### src/rtl/blr_pkg.sv
// shared types, widths and helpers of the line rasterizer
package blr_pkg;

  localparam int COORD_BITS   = 12;
  localparam int CLIP_BITS    = 11;
  localparam int COLOR_BITS   = 24;
  localparam int DELTA_BITS   = COORD_BITS + 1;
  localparam int ERR_BITS     = COORD_BITS + 3;
  localparam int CMP_BITS     = (COORD_BITS > CLIP_BITS + 1) ? COORD_BITS : CLIP_BITS + 1;
  localparam int REG_IDX_BITS = 1;

  localparam logic [CLIP_BITS-1:0] CLIP_RESET = CLIP_BITS'(800);

  // item operation codes
  typedef enum logic {
    OP_START   = 1'b0,
    OP_ADVANCE = 1'b1
  } op_t;

  // configuration register indexes
  typedef enum logic [REG_IDX_BITS-1:0] {
    REG_CLIP_WIDTH  = 1'b0,
    REG_CLIP_HEIGHT = 1'b1
  } reg_idx_t;

  typedef struct packed {
    op_t                          operation;
    logic signed [COORD_BITS-1:0] start_x;
    logic signed [COORD_BITS-1:0] start_y;
    logic signed [COORD_BITS-1:0] end_x;
    logic signed [COORD_BITS-1:0] end_y;
    logic [COLOR_BITS-1:0]        line_color;
  } in_item_t;

  typedef struct packed {
    logic signed [COORD_BITS-1:0] pixel_x;
    logic signed [COORD_BITS-1:0] pixel_y;
    logic [COLOR_BITS-1:0]        pixel_color;
    logic                         on_screen;
    logic                         last;
  } out_item_t;

  // running line state
  typedef struct packed {
    logic signed [COORD_BITS-1:0] cursor_x;
    logic signed [COORD_BITS-1:0] cursor_y;
    logic signed [COORD_BITS-1:0] target_x;
    logic signed [COORD_BITS-1:0] target_y;
    logic [DELTA_BITS-1:0]        abs_delta_x;
    logic signed [DELTA_BITS-1:0] neg_abs_delta_y;
    logic                         step_x_negative;
    logic                         step_y_negative;
    logic signed [ERR_BITS-1:0]   error_term;
    logic [COLOR_BITS-1:0]        held_color;
    logic                         line_active;
  } line_state_t;

  // true when 0 <= c < lim
  function automatic logic on_axis(input logic signed [COORD_BITS-1:0] c,
                                   input logic [CLIP_BITS-1:0] lim);
    return !c[COORD_BITS-1] &&
           (CMP_BITS'($unsigned(c)) < CMP_BITS'(lim));
  endfunction

endpackage

### src/rtl/bresenham_line_rasterizer.sv
// All-octant Bresenham line generator with a clip flag. A start item loads the endpoints
// and colour and produces no pixel; each advance item while a line is active produces one
// pixel, the last one flagged, and an advance while idle produces nothing. The block takes
// one item per clock unless stalled, and a pixel appears on the output in the cycle after
// its advance item is accepted, formed by the combinational step logic from the line state
// registers. The input is stalled only while a finished pixel waits in the result register
// and the sink is not ready. Clip width and height reset to 800; the user must write them
// through the configuration port only while the block is idle, which it does not enforce.
module bresenham_line_rasterizer
  import blr_pkg::*;
(
  input  logic                    clk,
  input  logic                    rst_n,
  input  logic                    in_valid,
  output logic                    in_ready,
  input  in_item_t                in_item,
  output logic                    out_valid,
  input  logic                    out_ready,
  output out_item_t               out_item,
  input  logic                    cfg_we,
  input  logic [REG_IDX_BITS-1:0] cfg_index,
  input  logic [CLIP_BITS-1:0]    cfg_data
);

  logic [CLIP_BITS-1:0] clip_width_r;
  logic [CLIP_BITS-1:0] clip_height_r;
  line_state_t          st_r;
  line_state_t          st_nxt;
  logic                 emit;
  out_item_t            pix;
  logic                 in_fire;

  assign in_fire = in_valid && in_ready;

  // configuration registers
  always_ff @(posedge clk) begin
    if (!rst_n) begin
      clip_width_r  <= CLIP_RESET;
      clip_height_r <= CLIP_RESET;
    end else if (cfg_we) begin
      unique case (reg_idx_t'(cfg_index))
        REG_CLIP_WIDTH:  clip_width_r  <= cfg_data;
        REG_CLIP_HEIGHT: clip_height_r <= cfg_data;
        default: begin
          clip_width_r <= clip_width_r;
        end
      endcase
    end
  end

  // step datapath
  blr_step u_step (
    .st          (st_r),
    .item        (in_item),
    .clip_width  (clip_width_r),
    .clip_height (clip_height_r),
    .st_nxt      (st_nxt),
    .emit        (emit),
    .pix         (pix)
  );

  // line state register
  always_ff @(posedge clk) begin
    if (!rst_n) begin
      st_r <= '0;
    end else if (in_fire) begin
      st_r <= st_nxt;
    end
  end

  // result register
  blr_outreg u_outreg (
    .clk       (clk),
    .rst_n     (rst_n),
    .load      (in_fire),
    .emit      (emit),
    .pix       (pix),
    .can_take  (in_ready),
    .out_valid (out_valid),
    .out_ready (out_ready),
    .out_item  (out_item)
  );

  // an advance on an active line always yields a pixel next cycle
  a_advance_emits: assert property (@(posedge clk) disable iff (!rst_n)
    in_fire && in_item.operation == OP_ADVANCE && st_r.line_active |=> out_valid)
    else $error("advance on active line produced no pixel");

  // an advance while idle yields nothing
  a_idle_silent: assert property (@(posedge clk) disable iff (!rst_n)
    in_fire && in_item.operation == OP_ADVANCE && !st_r.line_active |=> !out_valid)
    else $error("advance while idle produced a pixel");

  // a start always leaves a line active
  a_start_active: assert property (@(posedge clk) disable iff (!rst_n)
    in_fire && in_item.operation == OP_START |=> st_r.line_active)
    else $error("start did not activate a line");

  // the line is idle while its last pixel is shown
  a_last_idle: assert property (@(posedge clk) disable iff (!rst_n)
    out_valid && out_item.last |-> !st_r.line_active)
    else $error("line still active after last pixel");

endmodule

### src/rtl/blr_step.sv
// line setup and one bresenham error-term step, combinational
module blr_step
  import blr_pkg::*;
(
  input  line_state_t          st,
  input  in_item_t             item,
  input  logic [CLIP_BITS-1:0] clip_width,
  input  logic [CLIP_BITS-1:0] clip_height,
  output line_state_t          st_nxt,
  output logic                 emit,
  output out_item_t            pix
);

  logic signed [DELTA_BITS-1:0] dx;
  logic signed [DELTA_BITS-1:0] dy;
  logic [DELTA_BITS-1:0]        abs_dx;
  logic signed [DELTA_BITS-1:0] neg_ady;
  logic signed [ERR_BITS:0]     twice;
  logic                         move_x;
  logic                         move_y;
  logic                         fin;
  logic signed [ERR_BITS-1:0]   add_x;
  logic signed [ERR_BITS-1:0]   add_y;

  // endpoint deltas for a new line
  always_comb begin
    dx      = DELTA_BITS'(item.end_x) - DELTA_BITS'(item.start_x);
    dy      = DELTA_BITS'(item.end_y) - DELTA_BITS'(item.start_y);
    abs_dx  = dx[DELTA_BITS-1] ? $unsigned(-dx) : $unsigned(dx);
    neg_ady = dy[DELTA_BITS-1] ? dy : -dy;
  end

  // step decisions from the doubled error term
  always_comb begin
    fin    = (st.cursor_x == st.target_x) && (st.cursor_y == st.target_y);
    twice  = $signed({st.error_term, 1'b0});
    move_x = twice >= (ERR_BITS+1)'(st.neg_abs_delta_y);
    move_y = twice <= $signed((ERR_BITS+1)'(st.abs_delta_x));
    add_x  = move_x ? ERR_BITS'(st.neg_abs_delta_y) : '0;
    add_y  = move_y ? $signed(ERR_BITS'(st.abs_delta_x)) : '0;
  end

  // emitted pixel
  always_comb begin
    pix.pixel_x     = st.cursor_x;
    pix.pixel_y     = st.cursor_y;
    pix.pixel_color = st.held_color;
    pix.on_screen   = on_axis(st.cursor_x, clip_width) && on_axis(st.cursor_y, clip_height);
    pix.last        = fin;
  end

  // next state for the accepted item
  always_comb begin
    st_nxt = st;
    emit   = 1'b0;
    unique case (item.operation)
      OP_START: begin
        st_nxt.cursor_x        = item.start_x;
        st_nxt.cursor_y        = item.start_y;
        st_nxt.target_x        = item.end_x;
        st_nxt.target_y        = item.end_y;
        st_nxt.abs_delta_x     = abs_dx;
        st_nxt.neg_abs_delta_y = neg_ady;
        st_nxt.step_x_negative = !(item.start_x < item.end_x);
        st_nxt.step_y_negative = !(item.start_y < item.end_y);
        st_nxt.error_term      = $signed(ERR_BITS'(abs_dx)) + ERR_BITS'(neg_ady);
        st_nxt.held_color      = item.line_color;
        st_nxt.line_active     = 1'b1;
      end
      OP_ADVANCE: begin
        if (st.line_active) begin
          emit = 1'b1;
          if (fin) begin
            st_nxt.line_active = 1'b0;
          end else begin
            st_nxt.error_term = st.error_term + add_x + add_y;
            if (move_x) begin
              st_nxt.cursor_x = st.step_x_negative ? st.cursor_x - 1'b1
                                                   : st.cursor_x + 1'b1;
            end
            if (move_y) begin
              st_nxt.cursor_y = st.step_y_negative ? st.cursor_y - 1'b1
                                                   : st.cursor_y + 1'b1;
            end
          end
        end
      end
      default: begin
        st_nxt = st;
      end
    endcase
  end

endmodule

### src/rtl/blr_outreg.sv
// result register with valid/ready handshake toward the pixel sink
module blr_outreg
  import blr_pkg::*;
(
  input  logic      clk,
  input  logic      rst_n,
  input  logic      load,
  input  logic      emit,
  input  out_item_t pix,
  output logic      can_take,
  output logic      out_valid,
  input  logic      out_ready,
  output out_item_t out_item
);

  logic      valid_r;
  logic      valid_nxt;
  out_item_t item_r;

  // register is free when empty or being drained this cycle
  assign can_take = !valid_r || out_ready;

  always_comb begin
    valid_nxt = valid_r;
    if (can_take) begin
      valid_nxt = load && emit;
    end
  end

  // valid flag
  always_ff @(posedge clk) begin
    if (!rst_n) begin
      valid_r <= 1'b0;
    end else begin
      valid_r <= valid_nxt;
    end
  end

  // payload, no reset
  always_ff @(posedge clk) begin
    if (load && emit) begin
      item_r <= pix;
    end
  end

  assign out_valid = valid_r;
  assign out_item  = item_r;

endmodule

### config.mk
export PLATFORM = sky130hd
export DESIGN_NAME = bresenham_line_rasterizer
export DESIGN_NICKNAME = d
export VERILOG_FILES = /design/src/rtl/blr_pkg.sv /design/src/rtl/bresenham_line_rasterizer.sv /design/src/rtl/blr_step.sv /design/src/rtl/blr_outreg.sv
export SDC_FILE = /design/constraint.sdc
export NUM_CORES = 1
export LEC_CHECK = 0
export BUFFER_PORTS_ARGS = -buffer_cell sky130_fd_sc_hd__buf_2
export CAP_MARGIN = 15
export CORE_AREA = 4 4 199 201
export DETAILED_ROUTE_END_ITERATION = 8
export DIE_AREA = 0 0 203 205
export PLACE_DENSITY = 0.59
export SLEW_MARGIN = 5
export SYNTH_ARGS = -nofsm -noshare
export SYNTH_HDL_FRONTEND = slang
export SYNTH_HIERARCHICAL = 1
export SYNTH_SLANG_ARGS = --single-unit
### constraint.sdc
create_clock -name clk -period 11.8 [get_ports clk]
set_clock_uncertainty 0.15 [all_clocks]
set_input_delay 1.18 -clock clk [delete_from_list [all_inputs] [get_ports clk]]
set_output_delay 1.18 -clock clk [all_outputs]
set_load 0.1 [all_outputs]
Word-level counts from Yosys, hierarchy flattened
Cells that the tools add are included.
W data, S select, Z words.
{ "totals": {"regBits": 189, "word_cells": 81, "out_inout_bits": 52, "input_bits": 90} }
{ "op_classes": {"eq_ne": 6, "order_cmp": 6, "bitwise": 2, "muxes": 19, "n_reduce_logical": 18, "addsub": 11} }
{ "ops": {"columns": ["op", "n"], "rows": [
  ["$mux W12", 4],
  ["$mux W24", 2],
  ["$pmux W24 S2", 1],
  ["$mux W15", 3],
  ["$mux W13", 3],
  ["$add A15 B15 Y15", 2],
  ["$pmux W15 S2", 1],
  ["$neg A13 Y13", 2],
  ["$sub A12 B12 Y13", 2],
  ["$add A12 B1 Y12 const B", 2],
  ["$eq A12 B12 Y1", 2],
  ["$lt A12 B11 Y1", 2],
  ["$lt A12 B12 Y1", 2],
  ["$sub A12 B1 Y12 const B", 2],
  ["$ge A16 B13 Y1", 1],
  ["$le A16 B14 Y1", 1],
  ["$add A14 B13 Y15", 1],
  ["$reduce_and A4 Y1", 2],
  ["$logic_and A1 B1 Y1", 6],
  ["$ne A2 B1 Y1 const B", 3],
  ["$reduce_and A2 Y1", 3],
  ["$logic_not A1 Y1", 5],
  ["$mux W1", 4],
  ["$reduce_and A3 Y1", 1],
  ["other kinds (4)", 5]
]} }

Longest topological paths before layout
{ "logic_depth": {"ltp_word": 7, "mapped_depth": 23, "ltp_nobuf": 22} }

Modules after synthesis
Netlist, hierarchy kept.
{ "modules_own_cells": {"columns": ["mod", "cells_each", "instances", "area_per_inst_um2", "seq_area_each_um2"], "rows": [
  ["blr_step", 1114, 1, 8134.1, 0.0],
  ["bresenham_line_rasterizer", 621, 1, 5352.6, 2762.6],
  ["blr_outreg", 55, 1, 1554.0, 1521.5]
]} }

Least setup slack after synthesis
No wires, ideal clock.
{ "synth_path": {"path_type": "input to register", "start": "input port in_item[36] in the netlist's numbering", "end": "register st_r[38] in the netlist's numbering", "required_time_ps": 11527, "path_buffers": 1, "cell_stages": 22, "setup_slack_ps": 6352, "setup_ps": 123, "arrival_time_ps": 5175, "cell_sequence": "inv_1 -> ha_1 -> inv_1 -> fa_1 -> a21o_1 -> a21boi_1 -> o21ai_1 -> o41ai_2 -> o21ai_1 -> clkbuf_1 -> mux2_2 -> ha_1 -> a211oi_1 -> nor2_1 -> o221a_2 -> o41ai_1 -> o21ai_0 -> a31oi_1 -> xnor2_1 -> mux2i_1 -> nand4_1 -> o21ai_0"} }
{ "synth_lines": {"columns": ["item", "line", "rtl"], "rows": [
  ["start, declared", "bresenham_line_rasterizer.sv:16", "input in_item_t in_item,"],
  ["end signal, assigned", "bresenham_line_rasterizer.sv:67", "st_r <= st_nxt;"],
  ["end, declared", "bresenham_line_rasterizer.sv:27", "line_state_t st_r;"]
]} }

==> results.txt <==
After clock tree synthesis, the clock-pin slew on the worst setup and hold paths is approximately 80 ps. The critical path starts at st_r[66]. The starting density of the core is about two fifths. For flop-to-flop paths, the worst setup slack is 5860 ps. Clock tree synthesis selected as its root buffer the cell clkbuf_16. Synthesis produced 1790 cells. For this design the top-level I/O count stands at 142. Yosys printed 6 warnings.

The final-report hold violation count was 0. The remaining antenna violation count after routing came out at 0. The fraction of final layout cells sized beyond drive strength 1 came out at 17.1%. In this run the critical register-to-register path is launched from st_r[66]. The class of the most critical setup path is reg -> reg.

The net total in the final layout came out at 2037. The level count of the clock H-tree came out at 4. Setup repair after global routing left no endpoint under its margin.

The number of rows created at floorplan came out at 71. The most used flip-flop cell after synthesis is dfxtp_1. The quantity of I/O buffers inserted on ports came out at 141. The static leakage is 6.72 nW. The global-route wire length before repair is 66.7 mm. The first detailed-routing pass took 5 iterations. The share of the synthesized area in the top cell type is roughly 19%. At the pin with the least slew margin, the transition time is 1180 ps. The die outline height is 205 um. The path category of the worst min-delay check is reg -> reg. The routed wire length per instance is ~18 um. The largest area contributor in the synthesized netlist is dfxtp_1. At the worst endpoint, the required time is ~12000 ps. The maximum number of pins on one net before global-route repair is 98. The number of gates resized after CTS was 0. The number of sinks driven by the clock tree came out at 189.

Dividing total power by cell area gives a power density of 140 nW/um2. The count of routing violations after the opening detailed-route iteration is 875. Of all flip-flops after synthesis, the portion carrying an async set or reset was 0%. The number of antenna violations at the first check in global routing is 1.

The worst path arrival time is 6100 ps. At the end of the flow the core is filled with cells to 43.0%. The register area share after synthesis is around 28%. Of the available clock period, the critical path in the final layout requires ~50%. The startpoint of the most critical hold path is st_r[13].

Yosys mapped the design onto 88 distinct sky130hd cell types. The minimum clock period came out at 5940 ps. Setup violations remaining at the end of the flow were counted as 0. The post-detailed-routing wire length is 42.1 mm. The clock latency on the worst-skew pair came out at 460 ps.

In this run the worst setup path terminates at st_r[38]. The number of antenna diodes in the final layout is 0. The netlist area before placement came out at 15000 um2.

The most congested layer reported by global routing is met2. The tool flagged a number of max-cap violations equal to 0. The die boundary width is 203 um.

TritonCTS created 17 clock buffers. In the global route stage, met2 resource usage came out at 32.1%. After synthesis the netlist holds a flip-flop and latch count of 189. Sorting the synthesized cells by area gives the leading types as dfxtp_1 (19%), ha_1 (10%), edfxtp_1 (10%), nand4_1 (5.4%), nand2_1 (4.8%). The final total negative setup slack came out at 0 ps. In this run the tightest slew margin relative to its limit is between 20% and 30%. The total of hold buffers inserted after clock tree synthesis is 0.

The total overflow left after global routing is 0. The number of enable flip-flop cells after synthesis is 50. Derived from the worst setup path, the maximum achievable clock frequency is 168 MHz. The vias per cell is 5.55. The die covers between 40000 and 50000 um2. For met1 alone, demand over resource in global routing was 27.3%. The max-slew violation count was 0.

The capturing element type of the critical path is a flop. The total nets after synthesis is just over 2000. The endpoint identified for the worst register-to-register timing path is st_r[38]. The peak supply drop is 0.112 mV. The residual DRC count is 0. The highest fanout seen on the critical path came out at 12. The number of vias after detailed routing is between 10000 and 15000. Global routing used 19.8% of the available tracks across all layers.

STA classifies the critical path startpoint as a flop. The minimum hold slack is 302 ps. The number of buffers on the longest clock path came out at 2. The final weighted congestion in routability-driven placement came out at 0.891. The met3 global-route usage is 3.25%. TritonCTS built the clock tree.

The signed area change from the synthesized netlist to the final layout came out at 7.40%. The average instance area after synthesis is 8.40 um2. The number of setup buffers added after CTS is 0. The core area came out at between 30000 and 40000 um2. The via count of the first global-routing pass is 12300. The number of fill cells came out at approximately 3800.

The number of cells traversed by the worst register-to-register path came out at 22. The flow ran to the end, and the final reports show no timing, DRC or antenna violations. Detailed placement finished with a half-perimeter wire length of 30.2 mm.
==> worst min path at each step <==
stage	endpoint	slack, ps	cells past startpoint
after floorplan	clip_height_r[6]	280	2
after detailed placement	u_outreg/out_item[20]	290	0
after global placement	u_outreg/out_item[18]	280	0
after global routing	u_outreg/out_item[8]	310	0
final	u_outreg/out_item[14]	300	0
after CTS	u_outreg/out_item[14]	300	0
==> where the power goes <==
| part | total (W) | internal [W] | switching (W) |
|---|---|---|---|
| Clock | 0.000568 | 0.000278 | 0.000290 |
| Combinational | 0.000929 | 0.000384 | 0.000545 |
| Sequential | 0.000769 | 0.000709 | 0.0000603 |
==> cells in the mapped netlist, types with 26 or more instances <==
library cell,number
ha_1,123
clkbuf_1,59
inv_1,113
nand4_1,129
mux2_2,63
a21oi_1,79
nor2_1,112
o21ai_2,30
dfxtp_1,139
a21o_1,26
nand3_1,26
xnor2_1,72
nor3_1,28
o21ai_0,128
nand2_1,194
mux2i_1,37
buf_4,53
edfxtp_1,50
==> through the flow <==
stage | instances | power [W] | area [um2] | worst slack (ps)
2_1_floorplan | 1790 | 0.00148 | 15000 | 6350
3_3_place_gp | 2296 | 0.00168 | 15600 | 5600
3_5_place_dp | 2296 | 0.00170 | 15600 | 5560
4_1_cts | 2328 | 0.00227 | 16100 | 5970
5_1_grt | 2329 | 0.00241 | 16200 | 5400
6_report | 2329 | 0.00227 | 16200 | 5860
==> cell type report <==
type / count / area [um2] / area share (%)
multi-input cells: 1332 / 9440 / 58.4
flip-flops and latches: 189 / 4280 / 26.5
repair buffers: 152 / 815 / 5.04
well taps: 511 / 639 / 3.96
clock buffers: 17 / 425 / 2.63
inverters: 113 / 424 / 2.63
clock inverters: 15 / 130 / 0.806
==> cell families (layout without fill, tap and decap cells) <==
logic type                 count (synthesis)  in the layout  synth area share, %
and+or+nand+nor                          598            598                 19.8
AOI/OAI and AO/OA                        400            400                 17.6
buffers and inverters                    269            297                 8.82
adders and majority gates                142            142                 12.8
DFF                                      189            189                 28.5
muxes                                    100            100                 7.18
xor gates and xnor gates                  92             92                 5.36
==> placed cells by master, fill, tap and decap left out, drive strengths merged, types with 63 or more instances in the layout <==
cell	netlist	layout
o21ai	168	168
a21oi	81	81
nand4	129	129
dfxtp	139	139
mux2	63	63
nand2	194	194
nor2	112	112
inv	113	121
buf	89	151
xnor2	72	72
ha	123	123
==> flip-flops by register name, summed over array words and instances, names as in the netlist <==
signal	count
clip_height_r	11
clip_width_r	11
st_r	116
u_outreg/out_item	50
u_outreg/out_valid	1
==> critical path, stage by stage (launching register included) <==
cell       delay (ps)
dfxtp_1           360
inv_1             110
ha_1              310
nand4_1            80
nor4_1            350
nand2_1           110
nor4_1            440
nor3_1             90
buf_4             210
nor2_1            130
fa_1              430
ha_1              240
fa_1              420
a21o_1            210
a311oi_1          440
nor3_1            130
a2111oi_1         800
a21oi_1           170
xor2_1            180
mux2i_1           140
mux2i_1            90
nand4_1           100
o21ai_0           100
==> per-layer routing <==
layer / wire length (um) / up-vias
met5: 20 / -
met4: 798 / 2
met3: 1790 / 44
met2: 19500 / 290
met1: 19900 / 6169
li1: - / 6410
Power figures use the tool's default switching activity.
